[config.mk]
export PLATFORM = sky130hd
export DESIGN_NAME = tpq_cmd_fifo
export DESIGN_NICKNAME = d
export VERILOG_FILES = /design/src/rtl/assert_macros.svh /design/src/rtl/tpq_pkg.sv /design/src/rtl/tpq_cmd_fifo.sv
export SDC_FILE = /design/constraint.sdc
export NUM_CORES = 1
export LEC_CHECK = 0
export BUFFER_PORTS_ARGS = -buffer_cell sky130_fd_sc_hd__buf_4
export CORE_ASPECT_RATIO = 0.7
export CORE_MARGIN = 3
export CORE_UTILIZATION = 45
export DETAILED_ROUTE_END_ITERATION = 10
export PLACE_DENSITY = 0.7
export SYNTH_ARGS = -nofsm -noshare
export SYNTH_HDL_FRONTEND = slang
export SYNTH_SLANG_ARGS = --single-unit
[constraint.sdc]
create_clock -name i_clk -period 3.8 [get_ports i_clk]
set_input_delay 0.95 -clock i_clk [delete_from_list [all_inputs] [get_ports i_clk]]
set_output_delay 0.95 -clock i_clk [all_outputs]
set_load 0.1 [all_outputs]
[src/rtl/assert_macros.svh]
// assertion helpers, clocked on i_clk and disabled while i_rst_n is low
`ifndef ASSERT_MACROS_SVH
`define ASSERT_MACROS_SVH

// property that must hold at every clock edge
`define TPQ_ASSERT(label, prop, msg) \
    label: assert property (@(posedge i_clk) disable iff (!i_rst_n) (prop)) \
        else $error(msg);

// implication checked in the same cycle
`define TPQ_ASSERT_IMP(label, ante, cons, msg) \
    label: assert property (@(posedge i_clk) disable iff (!i_rst_n) \
        (ante) |-> (cons)) else $error(msg);

`endif

[src/rtl/tpq_pkg.sv]
`timescale 1ns / 1ps

package tpq_pkg;

    // field widths
    localparam int HANDLE_W   = 32;
    localparam int LEN_IN_W   = 16;
    localparam int LEN_W      = 12;
    localparam int TIME_W     = 32;
    localparam int LOOK_W     = 10;
    localparam int QUEUED_W   = 9;
    localparam int CFG_IDX_W  = 3;
    localparam int CFG_DATA_W = 12;

    // defaults
    localparam int RING_SLOTS_DEF = 512;
    localparam logic [LOOK_W-1:0] LOOKAHEAD_RST     = LOOK_W'(150);
    localparam logic [LEN_W-1:0]  SILENCE_LEN_RST   = LEN_W'(1408);
    localparam logic [LEN_W-1:0]  MAX_FRAME_LEN_RST = LEN_W'(2048);

    // configuration register indexes
    localparam logic [CFG_IDX_W-1:0] CFG_TAP_ENABLE    = CFG_IDX_W'(0);
    localparam logic [CFG_IDX_W-1:0] CFG_LOOKAHEAD_MS  = CFG_IDX_W'(1);
    localparam logic [CFG_IDX_W-1:0] CFG_SILENCE_LEN   = CFG_IDX_W'(2);
    localparam logic [CFG_IDX_W-1:0] CFG_MAX_FRAME_LEN = CFG_IDX_W'(3);

    typedef enum logic [2:0] {
        OP_WRITE     = 3'd0,
        OP_TICK      = 3'd1,
        OP_FLUSH     = 3'd2,
        OP_SET_SKIP  = 3'd3,
        OP_SET_PAUSE = 3'd4,
        OP_SET_START = 3'd5,
        OP_START     = 3'd6,
        OP_STOP      = 3'd7
    } t_op;

    typedef enum logic [2:0] {
        KIND_NONE    = 3'd0,
        KIND_ACCEPT  = 3'd1,
        KIND_REJECT  = 3'd2,
        KIND_PLAY    = 3'd3,
        KIND_SILENCE = 3'd4,
        KIND_TAP     = 3'd5
    } t_kind;

    typedef enum logic [1:0] {
        ST_IDLE,
        ST_EXEC,
        ST_SECOND
    } t_state;

    // classified command from the front end
    typedef struct packed {
        t_op                 op;
        logic                len_over;
        logic [HANDLE_W-1:0] handle;
        logic [LEN_W-1:0]    len;
        logic [TIME_W-1:0]   opnd;
    } t_cmd;

    // configuration registers
    typedef struct packed {
        logic              tap_enable;
        logic [LOOK_W-1:0] lookahead_ms;
        logic [LEN_W-1:0]  silence_len;
        logic [LEN_W-1:0]  max_frame_len;
    } t_cfg;

    // one ring entry
    typedef struct packed {
        logic [HANDLE_W-1:0] handle;
        logic [LEN_W-1:0]    len;
        logic [TIME_W-1:0]   play_time;
    } t_slot;

endpackage

[src/rtl/tpq_cmd_fifo.sv]
`timescale 1ns / 1ps

module tpq_cmd_fifo (
    input  logic          i_clk,
    input  logic          i_rst_n,
    input  logic          i_push_valid,
    output logic          o_push_ready,
    input  tpq_pkg::t_cmd i_cmd,
    output logic          o_pop_valid,
    input  logic          i_pop,
    output tpq_pkg::t_cmd o_cmd
);

    tpq_pkg::t_cmd r_slot [2];
    logic          r_wr_sel;
    logic          r_rd_sel;
    logic [1:0]    r_count;
    logic          push;
    logic          pop;

    assign o_push_ready = r_count != 2'd2;
    assign o_pop_valid  = r_count != 2'd0;
    assign o_cmd        = r_slot[r_rd_sel];
    assign push         = i_push_valid && o_push_ready;
    assign pop          = i_pop && o_pop_valid;

    // pointers and fill count
    always_ff @(posedge i_clk) begin
        if (!i_rst_n) begin
            r_wr_sel <= 1'b0;
            r_rd_sel <= 1'b0;
            r_count  <= 2'd0;
        end else begin
            if (push) begin
                r_wr_sel <= !r_wr_sel;
            end
            if (pop) begin
                r_rd_sel <= !r_rd_sel;
            end
            if (push && !pop) begin
                r_count <= r_count + 2'd1;
            end else if (pop && !push) begin
                r_count <= r_count - 2'd1;
            end
        end
    end

    // entry storage
    always_ff @(posedge i_clk) begin
        if (push) begin
            r_slot[r_wr_sel] <= i_cmd;
        end
    end

endmodule

==> impl_results.md <==
* Fraction of layout cells with a size suffix above 1 at 0.612
* Core area at 12,700 µm²
* Router iterations before antenna repair at 4
* Synthesized flop and latch total at 165
* Syn Area/Cell at 22.0 µm²
* Slew HR at 0.552
* Port buffer count at 165
* Hold crit path type: reg2reg
* Synth Area in XOR/XNOR at 0.00438
* Type of the worst setup path: reg2out
* Clock Latency Late Sink at 0.41 ns
* Setup TNS at 0 ns
* Synth area leader: edfxtp_1
* Placer Congestion at 0.730
* Compound-gate portion of the synthesized area at 0.00585
* # clock sinks at 165
* Fin. max-slew vios at 0
* FF-to-FF Start: r_count[0]
* GRT Resource Usage Total at 0.156
* Largest family of logic cells by synthesized area: multiplexers
* CP max FO at 44
* R2R setup slack at 1.83 ns
* Post-CTS Setup Bufs at 0
* End of the worst register-to-register path: r_slot[1][50]
* Die Y at 103 µm
* Die ar. at 14,800 µm²
* Mapped Area at 5990 µm²
* DRC violations left at 0
* Synth cell types at 19
* Via count at 3,049
* Least-Margin Pin Slew at 0.672 ns
* Drt via density at 4.86
* # diodes at 0
* Clk_skew at 0.00752 ns
* Hold bufs inserted after CTS at 0
* Top cells by area, synth: edfxtp_1 (80%), mux2_2 (15%), dfxtp_1 (1.7%)
* Simple-Gate Fraction of Synth Area at 0.0109
* Post-Synthesis Cells at 273
* Post-CTS Resized at 0
* CTS H-Tree Depth at 4
* Fin crit share at 0.807
* Area Growth Syn to Fin at 34.2%
* Final wirelength at 11,400 µm
* Final #Nets at 538
* Fill cells at 933
* Global-route wire length before repair at 17,200 µm
* Area share of the largest cell type after synthesis at 0.802
* Outcome: finished clean
* Max cap viols at 0
* Clk root buf: clkbuf_16
* Max clock buf depth at 2
* Most common library cell in the layout ignoring fill and taps: buf_4
* Row count at 34
* Post-synthesis mux area share at 0.150
* RSZ-0062 raised after global routing: no
* Synth Net Count at 358
* Synth Area in Adders at 0.00209
* WP data arrival at 2.12 ns
* Largest net degree at the start of global routing at 48
* Cts bufs inserted at 17
* CP Capture Point: o_cmd[18]
* IO Pins at 166
* Sequential area share after synthesis at 0.818
* Global route overflow at 0
* Worst r2r path cells at 3
* Antenna-violating nets left at 0
* Startpoint types: flop
* Post-DP HPWL at 7520 µm
* Initial DRC count at 145
* Starting Density at 0.471
* Wire per inst at 18.1 µm
* Multi-input gate area at 1040 µm²
* Setup violations, final at 0
* Hold Violations, Final at 0
* Clk pin slew, worst setup/hold paths at 0.06 ns
* Initial antenna violation count at 0
* CP endpoint kind: output pin
* CTS tree: built
* Commonest non-fill, non-tap cells in the layout: buf_4 (168), edfxtp_1 (160), mux2_2 (80), clkbuf_16 (17)
* Fin crit period at 3.07 ns
* DIE WIDTH at 144 µm
* Fmax at 326 MHz
* Ys Warns at 0
* Register area at 4910 µm²
* WP data required at 2.85 ns
* Vias in the first global route at 3,352
[cell families after synthesis]
family,after synthesis
flops,165
mux,80
xor+xnor,3
fa+ha+maj,1
simple gates,9
compound gates,5
buf+inv,10
[sequential cells by signal, indices dropped and copies added, names as in the netlist, named ones only]
signal / cells
r_slot: 160
r_count: 2
r_rd_sel: 1
r_wr_sel: 1
[through the flow]
step                      hold WS, ns  std cells  instance area (µm²)  utilization  worst slack [ns]
final                           0.570        628                 8050        0.633             0.732
after global routing            0.630        628                 8050        0.633             0.624
after CTS                       0.576        628                 8050        0.633             0.675
after detailed placement        0.567        596                 7460        0.587              1.12
after global placement          0.529        596                 7460        0.587              1.15
after floorplan                 0.512        273                 5990            -             0.487
[worst min path at each step]
stage	from	to	cells after the start
2_1_floorplan	r_count[1]	r_count[1]	2
3_3_place_gp	r_count[1]	r_count[1]	2
3_5_place_dp	r_count[1]	r_count[1]	2
4_1_cts	r_count[1]	r_count[1]	2
5_1_grt	r_count[1]	r_count[1]	2
6_report	r_count[1]	r_count[1]	2
[critical path, stage by stage (launching register included)]
cell	delay [ns]
dfxtp_4	0.75
buf_12	0.30
mux2_2	0.39
buf_4	0.24
[per-layer routing]
metal  vias up  GRT usage  wire, µm
li1       1443          -         -
met1      1485      0.189      4630
met5         -          0         0
met2       115      0.245      5350
met3         6     0.0788      1340
met4         0     0.0521        77
[cells in the mapped netlist]
cell,count
nand3b_1,1
ha_1,1
xor2_1,1
a21boi_0,1
xnor2_1,2
dfxtp_1,5
and3_1,1
a21boi_1,1
buf_2,9
mux2_2,80
or2_2,1
inv_1,1
or3_1,1
and2_1,4
nand2b_4,1
a21bo_2,1
o21ai_0,1
o21ai_1,1
edfxtp_1,160
[final cells by class]
cell class                 count  share of cell area
clock inverter                14              0.0191
multi-input combinational     98               0.130
tap                          162              0.0252
clock buffer                  18              0.0533
inverter                       1            0.000622
sequential                   165               0.610
timing repair buffer         170               0.162
Power is not shown: default switching activity piles up to over one toggle a cycle in this logic, so the estimate is an artifact.
