===== src/rtl/assert_macros.svh =====
// assertion helpers, clocked on i_clk and disabled while i_rst_n is low
`ifndef ASSERT_MACROS_SVH
`define ASSERT_MACROS_SVH

// property that must hold at every clock edge
`define TPQ_ASSERT(label, prop, msg) \
    label: assert property (@(posedge i_clk) disable iff (!i_rst_n) (prop)) \
        else $error(msg);

// implication checked in the same cycle
`define TPQ_ASSERT_IMP(label, ante, cons, msg) \
    label: assert property (@(posedge i_clk) disable iff (!i_rst_n) \
        (ante) |-> (cons)) else $error(msg);

`endif


===== src/rtl/tpq_pkg.sv =====
`timescale 1ns / 1ps

package tpq_pkg;

    // field widths
    localparam int HANDLE_W   = 32;
    localparam int LEN_IN_W   = 16;
    localparam int LEN_W      = 12;
    localparam int TIME_W     = 32;
    localparam int LOOK_W     = 10;
    localparam int QUEUED_W   = 9;
    localparam int CFG_IDX_W  = 3;
    localparam int CFG_DATA_W = 12;

    // defaults
    localparam int RING_SLOTS_DEF = 512;
    localparam logic [LOOK_W-1:0] LOOKAHEAD_RST     = LOOK_W'(150);
    localparam logic [LEN_W-1:0]  SILENCE_LEN_RST   = LEN_W'(1408);
    localparam logic [LEN_W-1:0]  MAX_FRAME_LEN_RST = LEN_W'(2048);

    // configuration register indexes
    localparam logic [CFG_IDX_W-1:0] CFG_TAP_ENABLE    = CFG_IDX_W'(0);
    localparam logic [CFG_IDX_W-1:0] CFG_LOOKAHEAD_MS  = CFG_IDX_W'(1);
    localparam logic [CFG_IDX_W-1:0] CFG_SILENCE_LEN   = CFG_IDX_W'(2);
    localparam logic [CFG_IDX_W-1:0] CFG_MAX_FRAME_LEN = CFG_IDX_W'(3);

    typedef enum logic [2:0] {
        OP_WRITE     = 3'd0,
        OP_TICK      = 3'd1,
        OP_FLUSH     = 3'd2,
        OP_SET_SKIP  = 3'd3,
        OP_SET_PAUSE = 3'd4,
        OP_SET_START = 3'd5,
        OP_START     = 3'd6,
        OP_STOP      = 3'd7
    } t_op;

    typedef enum logic [2:0] {
        KIND_NONE    = 3'd0,
        KIND_ACCEPT  = 3'd1,
        KIND_REJECT  = 3'd2,
        KIND_PLAY    = 3'd3,
        KIND_SILENCE = 3'd4,
        KIND_TAP     = 3'd5
    } t_kind;

    typedef enum logic [1:0] {
        ST_IDLE,
        ST_EXEC,
        ST_SECOND
    } t_state;

    // classified command from the front end
    typedef struct packed {
        t_op                 op;
        logic                len_over;
        logic [HANDLE_W-1:0] handle;
        logic [LEN_W-1:0]    len;
        logic [TIME_W-1:0]   opnd;
    } t_cmd;

    // configuration registers
    typedef struct packed {
        logic              tap_enable;
        logic [LOOK_W-1:0] lookahead_ms;
        logic [LEN_W-1:0]  silence_len;
        logic [LEN_W-1:0]  max_frame_len;
    } t_cfg;

    // one ring entry
    typedef struct packed {
        logic [HANDLE_W-1:0] handle;
        logic [LEN_W-1:0]    len;
        logic [TIME_W-1:0]   play_time;
    } t_slot;

endpackage


===== src/rtl/tpq_front.sv =====
`timescale 1ns / 1ps

module tpq_front (
    input  logic                          i_clk,
    input  logic                          i_rst_n,
    input  logic                          i_valid,
    output logic                          o_stall,
    input  logic [2:0]                    i_op,
    input  logic [tpq_pkg::HANDLE_W-1:0]  i_frame_handle,
    input  logic [tpq_pkg::LEN_IN_W-1:0]  i_frame_len,
    input  logic [tpq_pkg::TIME_W-1:0]    i_time_value,
    input  logic [tpq_pkg::TIME_W-1:0]    i_now_ms,
    input  logic [tpq_pkg::TIME_W-1:0]    i_count,
    input  tpq_pkg::t_cfg                 i_cfg,
    output logic                          o_push_valid,
    output tpq_pkg::t_cmd                 o_cmd,
    input  logic                          i_push_ready
);

    logic          r_valid;
    tpq_pkg::t_cmd r_cmd;
    tpq_pkg::t_cmd n_cmd;
    logic          accept;

    assign o_stall      = r_valid && !i_push_ready;
    assign accept       = i_valid && !o_stall;
    assign o_push_valid = r_valid;
    assign o_cmd        = r_cmd;

    // classify the item and pick its operand
    always_comb begin
        n_cmd          = '0;
        n_cmd.op       = tpq_pkg::t_op'(i_op);
        n_cmd.handle   = i_frame_handle;
        n_cmd.len      = i_frame_len[tpq_pkg::LEN_W-1:0];
        n_cmd.len_over = i_frame_len > tpq_pkg::LEN_IN_W'(i_cfg.max_frame_len);
        case (tpq_pkg::t_op'(i_op))
            tpq_pkg::OP_WRITE:     n_cmd.opnd = i_time_value;
            tpq_pkg::OP_SET_START: n_cmd.opnd = i_time_value;
            tpq_pkg::OP_TICK:      n_cmd.opnd = i_now_ms;
            tpq_pkg::OP_SET_SKIP:  n_cmd.opnd = i_count;
            tpq_pkg::OP_SET_PAUSE: n_cmd.opnd = i_count;
            default:               n_cmd.opnd = '0;
        endcase
    end

    // input register
    always_ff @(posedge i_clk) begin
        if (!i_rst_n) begin
            r_valid <= 1'b0;
        end else if (accept) begin
            r_valid <= 1'b1;
        end else if (i_push_ready) begin
            r_valid <= 1'b0;
        end
    end

    always_ff @(posedge i_clk) begin
        if (accept) begin
            r_cmd <= n_cmd;
        end
    end

endmodule


===== config.mk =====
export PLATFORM = sky130hd
export DESIGN_NAME = tpq_front
export DESIGN_NICKNAME = d
export VERILOG_FILES = /design/src/rtl/assert_macros.svh /design/src/rtl/tpq_pkg.sv /design/src/rtl/tpq_front.sv
export SDC_FILE = /design/constraint.sdc
export NUM_CORES = 1
export LEC_CHECK = 0
export ABC_AREA = 0
export ABC_CLOCK_PERIOD_IN_PS = 6300
export BUFFER_PORTS_ARGS = -buffer_cell sky130_fd_sc_hd__buf_2
export CORE_MARGIN = 2
export CORE_UTILIZATION = 43
export DETAILED_ROUTE_END_ITERATION = 12
export GPL_ROUTABILITY_DRIVEN = 0
export PLACE_DENSITY = 0.81
export SLEW_MARGIN = 5
export SYNTH_ARGS = -nofsm -noshare
export SYNTH_HDL_FRONTEND = slang
export SYNTH_SLANG_ARGS = --single-unit
export TNS_END_PERCENT = 30

===== constraint.sdc =====
create_clock -name i_clk -period 6.3 [get_ports i_clk]
set_clock_uncertainty 0.2 [all_clocks]
set_input_delay 0.945 -clock i_clk [delete_from_list [all_inputs] [get_ports i_clk]]
set_output_delay 0.945 -clock i_clk [all_outputs]
set_load 0.02 [all_outputs]

==> impl_metrics.toml, run 1 <==
[setup_path]
crit_end = "o_cmd[15]"
startpoint_type = "primary input"
ff2ff_setup_slack_ns = 3.74
timing.rr.start = "o_push_valid"
r2r_end = "o_cmd[15]"
crit_type = "primary input to flop"
startpoint = "i_push_ready"
cp.required_ns = 6.08
critPathArrivalTime_ns = 2.63
critPathCaptureType = "flop"
reg2regPathDepth = 3
crit_path_max_fanout = 41

[logic_synthesis]
yosys_warnings = 0
syn_area_sq_um = 4230
synth-seq-cells = 81
synth_edf_count = 80
ys_top_cells_by_area = "edfxtp_1 57%, mux2i_1 7.6%, mux2_4 6.0%"
synth_top_area_share_pct = 56.79
synth_cell_type_count = 28
yosys.area.top_type = "edfxtp_1"
ys_seq_area_share_pct = 57.26
syn_nets = 541
synth_async_sr_flop_share_pct = 0
synthCells = 343
synth-main-ff-cell = "edfxtp_1"
synth.avg_cell_area_sq_um = 12.33

[clocking]
hold_buffers = 0
insertion_delay_ns = 0.35
h-tree-depth = 3
cts_buffer_depth = 2
cts.sinks = 81
path_clk_slew_ns = 0.09
cts_resized = 0
cts_setup_buffers = 0
numCtsBuffers = 9
cts_tree = "yes"
cts_root_buffer = "clkbuf_8"

[finish]
syn_to_final_growth_pct = 34.90
final_common_cell = "buf_2"
final_cell_mix = "243 x buf_2, 80 x edfxtp_1, 35 x nand2_1"
fin_nets = 778
design_area_sq_um = 5707
drive_above_1_share_pct = 51.54
fill_cells = 833
antenna_cells = 0

[place]
numPortBuffers = 244
dp_hpwl_microns = 8211
placed_cell_area_sq_um = 5515

[power]
ir_drop_v = 0.00009269
power_density_nw_per_um2 = 225.2
power_leakage_nw = 2.647

[min_path]
hold_path_class = "flop to flop"

[sta]
clock.fmax_mhz = 351.1
finalCritPeriodShare_pct = 45.21
rsz0062_at_grt = "no"
finalHoldViolCount = 0
fin_setup_tns_ns = 0
drv_slew = 0
fin_crit_ns = 2.848
worst_pin_slew_ns = 1.146
slew_headroom_pct = 23.42
setup_violations = 0

[detailed_routing]
antenna_left = 0
routedWlPerCell_microns = 15.72
dr.pass1.iters = 4
vias_per_cell = 4.996
drt-total-wl_microns = 11270
route.vias.total = 3582
remaining_drc_errors = 0
first_iter_violations = 159

[grt]
grt-ovfl-total = 0
grt_max_degree = 67
grt_pass1_vias = 3428
antenna_found_initial = 0
grt_first_pass_wirelength_microns = 16230
grt_use_total_pct = 20.03

[floorplanning]
dieArea_sq_um = 10650
die_h_microns = 103.2
core_area_sq_um = 9639
die_x_microns = 103.2
start_util_pct = 43.89
row_count = 36
io_pins = 268

[run_status]
status = "complete, no violations"

[run]
maxCapViolations = 0
## cells in the mapped netlist, types with 6 or more instances
master,count
a21oi_1,29
mux2i_1,32
mux2_2,15
o21ai_1,33
clkbuf_1,6
ha_1,12
inv_1,15
nor2_1,32
nand2_1,35
a21oi_2,7
edfxtp_1,80
buf_6,6
mux2_4,17
buf_2,6
## worst max-delay path, stage by stage
cell     delay (ns)
buf_2          0.09
nor2b_1        0.08
nor2b_4        0.89
buf_4          0.59
## routing by layer
metal	global-route usage [%]	share of wire, %
met4	7.389	1.3
met3	4.301	7.4
met5	0	0
met2	37.76	53
met1	21.99	38
## cells by family (layout without fill, tap and decap cells)
| kind of cell | after synthesis | after routing | share of synthesized area (%) |
|---|---|---|---|
| DFF | 81 | 81 | 57.26 |
| buffers and inverters | 35 | 276 | 4.348 |
| and+or+nand+nor | 76 | 76 | 7.424 |
| adders and majority gates | 12 | 12 | 3.549 |
| muxes | 64 | 64 | 17.60 |
| AOI/OAI and AO/OA | 75 | 75 | 9.820 |
## report_power, final
part / total, mW / switching, mW / internal (mW)
logic: 0.263 / 0.151 / 0.112
registers: 0.645 / 0.00854 / 0.636
clock network: 0.377 / 0.195 / 0.183
## state kept, by name (all words and copies together), names as in the netlist
| register | flops |
|---|---|
| o_push_valid | 1 |
| o_cmd | 80 |
## worst min-delay path by stage
| stage | start | end | slack (ns) | cells past startpoint |
|---|---|---|---|---|
| after floorplan | o_push_valid | o_push_valid | 0.62 | 2 |
| final | o_push_valid | o_push_valid | 0.49 | 2 |
| after detailed placement | o_push_valid | o_push_valid | 0.48 | 2 |
| after CTS | o_push_valid | o_push_valid | 0.49 | 2 |
| after global routing | o_push_valid | o_push_valid | 0.52 | 2 |
| after global placement | o_push_valid | o_push_valid | 0.46 | 2 |
## layout make-up
cell class / instances / area [sq um] / share of cell area [%]
Sequential cell: 81 / 2422 / 42.45
Clock inverter: 6 / 67.56 / 1.184
Multi-Input combinational cell: 227 / 1632 / 28.59
Tap cell: 133 / 166.4 / 2.916
Timing Repair Buffer: 246 / 1239 / 21.71
Inverter: 15 / 56.30 / 0.9866
Clock buffer: 9 / 123.9 / 2.171
## stage by stage
step / power (mW) / setup WS (ns) / hold WS [ns] / util (%) / std cells
after floorplan: 0.8146 / 0.9652 / 0.6151 / - / 343
after global placement: 0.9094 / 3.117 / 0.4572 / 57.22 / 702
after detailed placement: 0.9205 / 3.036 / 0.4814 / 57.22 / 702
after CTS: 1.295 / 3.422 / 0.4914 / 59.20 / 717
after global routing: 1.342 / 3.308 / 0.5199 / 59.20 / 717
final: 1.285 / 3.452 / 0.4933 / 59.20 / 717
(Power assumes the default switching activity.)
==> run 2, diff against run 1 <==
--- a/config.mk
+++ b/config.mk
@@ -6,7 +6,7 @@
 export NUM_CORES = 1
 export LEC_CHECK = 0
 export ABC_AREA = 0
-export ABC_CLOCK_PERIOD_IN_PS = 6300
+export ABC_CLOCK_PERIOD_IN_PS = 2750
 export BUFFER_PORTS_ARGS = -buffer_cell sky130_fd_sc_hd__buf_2
 export CORE_MARGIN = 2
 export CORE_UTILIZATION = 43
==> constraint.sdc (replaced) <==
create_clock -name i_clk -period 2.75 [get_ports i_clk]
set_clock_uncertainty 0.2 [all_clocks]
set_input_delay 0.4125 -clock i_clk [delete_from_list [all_inputs] [get_ports i_clk]]
set_output_delay 0.4125 -clock i_clk [all_outputs]
set_load 0.02 [all_outputs]
==> run 2 against run 1 <==
  * Setup slack worse by 2.5 ns
  * Sequential share of layout area decreased by 0.33 points
  * Die area is the same
  * Power up 130%
  * Global-route usage fell by 1.1 points
  * Combinational power is 130% higher
  * Critical path type unchanged
  * Final area grew 0.79%
  * Via count about the same
==> impl_metrics.toml, run 2 (synthesized netlist as in run 1, its figures left out) <==
[run_status]
status = "complete, no violations"

[clocking]
numCtsBuffers = 9
h-tree-depth = 3
cts_tree = "yes"
cts.sinks = 81
cts_buffer_depth = 2
cts_root_buffer = "clkbuf_8"
insertion_delay_ns = 0.34
cts_resized = 0
hold_buffers = 0
cts_setup_buffers = 0
path_clk_slew_ns = 0.10

[floorplanning]
row_count = 36
die_h_microns = 103.2
io_pins = 268
dieArea_sq_um = 10650
start_util_pct = 43.89
die_x_microns = 103.2
core_area_sq_um = 9639

[setup_path]
reg2regPathDepth = 3
startpoint_type = "primary input"
r2r_end = "o_cmd[29]"
ff2ff_setup_slack_ns = 1.04
cp.required_ns = 2.74
crit_type = "primary input to flop"
crit_path_max_fanout = 32
critPathCaptureType = "flop"
timing.rr.start = "o_push_valid"
critPathArrivalTime_ns = 1.82

[power]
power_leakage_nw = 2.675
ir_drop_v = 0.0002988
internal_power_mw = 2.064
switchingPower_uw = 840.9
power_density_nw_per_um2 = 505.1
comb_power_share_pct = 20.8
switching_share_pct = 28.94
seq_power_share_pct = 50.8
clockPowerShare_pct = 28.4

[sta]
drv_slew = 0
worst_pin_slew_ns = 0.8072
hold_ws_ns = 0.03125
fin_crit_ns = 1.832
setup_violations = 0
finalHoldViolCount = 0
rsz0062_at_grt = "no"
slew_headroom_pct = 46.06
clock.fmax_mhz = 545.8
finalCritPeriodShare_pct = 66.63
fin_setup_tns_ns = 0

[detailed_routing]
first_iter_violations = 89
drt-total-wl_microns = 10820
remaining_drc_errors = 0
vias_per_cell = 4.956
dr.pass1.iters = 4
route.vias.total = 3583
antenna_left = 0
routedWlPerCell_microns = 14.96

[grt]
grt_pass1_vias = 3357
grt_use_total_pct = 18.89
grt_max_degree = 66
antenna_found_initial = 0
grt-ovfl-total = 0
grt_first_pass_wirelength_microns = 15450

[min_path]
min-delay-start = "i_frame_handle[3]"
min_to = "o_cmd[47]"
holdPathStages = 1
hold_path_class = "primary input to flop"

[place]
placed_cell_area_sq_um = 5565
dp_hpwl_microns = 8278
numPortBuffers = 244

[finish]
fin_nets = 783
syn_to_final_growth_pct = 35.97
final_cell_mix = "243 x buf_2, 80 x edfxtp_1, 35 x nand2_1"
final_common_cell = "buf_2"
drive_above_1_share_pct = 52.20
antenna_cells = 0
largest_reg_flops = 80
design_area_sq_um = 5752
fin_util_pct = 59.67

[run]
maxCapViolations = 0
==> run 2: cell types whose count changed in the layout (fill, tap and decap cells not counted) <==
cell,before,now
buf_4,3,7
clkinv_1,1,0
bufinv_16,1,0
inv_6,1,2
inv_8,0,1
buf_12,0,1
clkinv_4,2,3
==> run 2: stage by stage <==
stage          power [mW]  setup WS, ns  std cells
6_report            2.905        0.9177        723
5_1_grt             3.039        0.8032        723
4_1_cts             2.941        0.9067        723
3_5_place_dp        2.112        0.5470        707
3_3_place_gp        2.088        0.5919        707
2_1_floorplan       1.861        0.2841        343
==> run 2: power groups by stage <==
stage | sequential (mW) | combinational [mW] | clock, mW
finish | 1.48 | 0.603 | 0.825
floorplan | 1.61 | 0.248 | 0
global route | 1.49 | 0.658 | 0.896
detailed placement | 1.51 | 0.607 | 0
CTS | 1.48 | 0.608 | 0.855
global placement | 1.50 | 0.586 | 0
==> run 2: layout make-up <==
type | count | area (sq um)
Clock buffer | 9 | 123.9
Clock inverter | 7 | 62.56
Fill cell | 813 | 3887
Inverter | 15 | 56.30
Multi-Input combinational cell | 227 | 1632
Sequential cell | 81 | 2422
Tap cell | 133 | 166.4
Timing Repair Buffer | 251 | 1289
==> run 2: worst max path at each step <==
stage / start / endpoint / slack [ns] / cells past startpoint
after floorplan: o_push_valid / o_cmd[0] / 0.28 / 2
after global placement: i_op[2] / o_cmd[0] / 0.59 / 5
after detailed placement: i_op[2] / o_cmd[20] / 0.55 / 5
after CTS: o_push_valid / o_stall / 0.91 / 2
after global routing: i_op[2] / o_cmd[31] / 0.80 / 5
final: i_op[2] / o_cmd[29] / 0.92 / 5
==> run 2: routing by layer <==
metal | wire length [microns] | up-vias | global-route usage (%) | share of wire [%]
met5 | 0 | - | 0 | 0
met4 | 228 | 0 | 8.907 | 2.1
met3 | 817 | 18 | 3.965 | 7.6
met2 | 5613 | 151 | 34.07 | 52
met1 | 4160 | 1677 | 21.32 | 38
li1 | - | 1737 | - | -
==> run 2: worst max-delay path, cell delays in order <==
cell and delay, ns:
buf_4 0.26, buf_12 0.25, nor2_4 0.65, nand2_1 0.11
o21ai_1 0.11
==> run 3, diff against run 2 <==
--- a/config.mk
+++ b/config.mk
@@ -5,14 +5,14 @@
 export SDC_FILE = /design/constraint.sdc
 export NUM_CORES = 1
 export LEC_CHECK = 0
-export ABC_AREA = 0
-export ABC_CLOCK_PERIOD_IN_PS = 2750
+export ABC_AREA = 1
+export ABC_CLOCK_PERIOD_IN_PS = 1800
 export BUFFER_PORTS_ARGS = -buffer_cell sky130_fd_sc_hd__buf_2
-export CORE_MARGIN = 2
-export CORE_UTILIZATION = 43
+export CORE_AREA = 2 2 103 105
 export DETAILED_ROUTE_END_ITERATION = 12
+export DIE_AREA = 0 0 105 107
 export GPL_ROUTABILITY_DRIVEN = 0
-export PLACE_DENSITY = 0.81
+export PLACE_DENSITY = 0.7
 export SLEW_MARGIN = 5
 export SYNTH_ARGS = -nofsm -noshare
 export SYNTH_HDL_FRONTEND = slang
==> constraint.sdc (replaced) <==
create_clock -name i_clk -period 1.8 [get_ports i_clk]
set_clock_uncertainty 0.2 [all_clocks]
set_input_delay 0.27 -clock i_clk [delete_from_list [all_inputs] [get_ports i_clk]]
set_output_delay 0.27 -clock i_clk [all_outputs]
set_load 0.02 [all_outputs]
==> run 3 against run 2 <==
  * Critical path depth increased by 3
  * Critical path type unchanged
  * Clock power increased by 45%
  * Register-to-register slack got worse by 0.63 ns
  * Power increased by 51%
  * Combinational power increased by 54%
  * Non-clock buffer count increased by 85
  * Final area increased by 3.4%
  * Largest power group unchanged
  * Sequential power increased by 53%
  * Setup slack got worse by 0.85 ns
==> impl_metrics.toml, run 3 <==
[run_status]
status = "complete, no violations"

[grt]
grt_pass1_vias = 3537
antenna_found_initial = 0
grt_use_total_pct = 19.01
grt_first_pass_wirelength_microns = 16470
grt_max_degree = 42
grt-ovfl-total = 0

[clocking]
cts.sinks = 81
cts_setup_buffers = 0
h-tree-depth = 3
cts_tree = "yes"
cts_root_buffer = "clkbuf_8"
numCtsBuffers = 9
insertion_delay_ns = 0.34
cts_buffer_depth = 2
path_clk_slew_ns = 0.09

[detailed_routing]
first_iter_violations = 194
dr.pass1.iters = 5
routedWlPerCell_microns = 14.55
antenna_left = 0
route.vias.total = 3369
vias_per_cell = 4.486
drt-total-wl_microns = 10930
remaining_drc_errors = 0

[logic_synthesis]
ys_top_cells_by_area = "edfxtp_1 71%, nand2_1 10%, ha_1 4.4%"
synth.most_common_cell = "nand2_1"
synth_top_area_share_pct = 70.56
synth_cell_type_count = 22
synth_async_sr_flop_share_pct = 0
yosys_warnings = 0
synth-main-ff-cell = "edfxtp_1"
synth_edf_count = 80
yosys.area.top_type = "edfxtp_1"
yosys-top-cells-count = "93 x nand2_1, 80 x edfxtp_1, 21 x inv_1"
synth-seq-cells = 81
syn_area_sq_um = 3405
syn_nets = 470
ys_seq_area_share_pct = 71.15
synth.avg_cell_area_sq_um = 12.52
synthCells = 272

[setup_path]
timing.rr.start = "o_push_valid"
crit_type = "primary input to flop"
startpoint = "i_frame_len[7]"
crit_path_max_fanout = 2
cp.required_ns = 1.71
crit_slowest_cell = "dlygate4sd3_1"
critPathMaxStageDelay_ns = 0.53
cp_common_cell = "nand2_1"
startpoint_type = "primary input"
critPathArrivalTime_ns = 1.65
worstPathCellList = "dlygate4sd3_1 > buf_2 > ha_1 > a21o_1 > nor2_1 > nand2_1 > nand2_1 > a21oi_1"
critPathCaptureType = "flop"

[finish]
fin_util_pct = 58.93
final_cell_mix = "244 x buf_2, 92 x nand2_1, 87 x dlygate4sd3_1"
stdcell_count = 751
final_common_cell = "buf_2"
fill_cells = 811
fin_nets = 808
drive_above_1_share_pct = 45.37
syn_to_final_growth_pct = 74.68
antenna_cells = 0
largest_reg_flops = 80

[power]
power_leakage_nw = 2.821
power_density_nw_per_um2 = 738.1
ir_drop_v = 0.0004065

[place]
numPortBuffers = 244
place_inst = 648
dp_hpwl_microns = 7166
place_ws_ns = -0.1143

[sta]
slew_headroom_pct = 37.55
drv_slew = 0
fin_ws_ns = 0.06285
fin_crit_ns = 1.737
finalCritPeriodShare_pct = 96.51
rsz0062_at_grt = "no"
hold_ws_ns = 0.01538
fin_setup_tns_ns = 0
worst_pin_slew_ns = 0.9346
clock.fmax_mhz = 575.7
setup_violations = 0
finalHoldViolCount = 0

[floorplanning]
start_util_pct = 33.73
core_area_sq_um = 10090
dieArea_sq_um = 11240
die_x_microns = 105
die_h_microns = 107
row_count = 37
io_pins = 268

[min_path]
hold_path_class = "primary input to flop"
min-delay-start = "i_time_value[5]"

[run]
maxCapViolations = 0
-- run 3: changes by cell type after synthesis, moves of 19 or more --
cell / before / now
a21oi_1: 29 / 5
o21ai_1: 33 / 0
nand2_1: 35 / 93
nor2_1: 32 / 8
mux2i_1: 32 / 0
a22oi_1: 0 / 19
-- run 3: cell type report --
class | count | area (sq um) | area share, %
multi-input cells | 160 | 909.6 | 15.30
clock buffers | 9 | 123.9 | 2.083
flip-flops and latches | 81 | 2426 | 40.80
repair buffers | 336 | 2180 | 36.65
well taps | 136 | 170.2 | 2.861
inverters | 22 | 85.08 | 1.431
clock inverters | 7 | 52.55 | 0.8837
-- run 3: cell families after synthesis --
kind of cell / count (synthesis) / share of synthesized area (%)
buffers and inverters: 31 / 4.373
DFF: 81 / 71.15
and+or+nand+nor: 119 / 14.04
adders and majority gates: 12 / 4.410
AOI/OAI and AO/OA: 29 / 6.027
-- run 3: final timing paths --
path,end,slack (ns),cells after the start
worst max-delay path,o_cmd[76],0.06,8
worst max register to register,o_cmd[44],0.41,4
worst min-delay path,o_cmd[5],0.02,3
worst min register to register,o_push_valid,0.32,2
-- run 3: power breakdown --
group | leakage [nW] | switching, mW | internal (mW)
clock | 0.0799 | 0.691 | 0.508
sequential | 0.788 | 0.0311 | 2.23
combinational | 1.95 | 0.496 | 0.432
total | 2.82 | 1.22 | 3.17
-- run 3: per-stage QoR --
| stage | total power [mW] | cell area (sq um) |
|---|---|---|
| after floorplan | 2.692 | 3426 |
| after global placement | 3.036 | 4846 |
| after detailed placement | 3.061 | 4846 |
| after CTS | 4.397 | 5863 |
| after global routing | 4.596 | 5947 |
| final | 4.390 | 5947 |
-- run 3: critical path, delay by kind of cell --
kind,cells,cell delay [ns]
buffers and inverters,2,0.66
adder cells (fa/ha/maj),1,0.30
AO/OA/AOI/OAI,2,0.21
AND/OR/NAND/NOR,3,0.20
-- run 3: routing by layer --
metal | GRT usage [%] | vias up | wire length [microns]
li1 | - | 1627 | -
met1 | 18.59 | 1556 | 3903
met2 | 37.20 | 166 | 6038
met3 | 5.714 | 20 | 767
met4 | 7.333 | 0 | 218
met5 | 0 | - | 0
-- run 3: timing repair --
action,CTS,global route
setup endpoints to repair,0,1
hold endpoints to repair,72,2
hold buffers,84,3
resized for setup,0,5
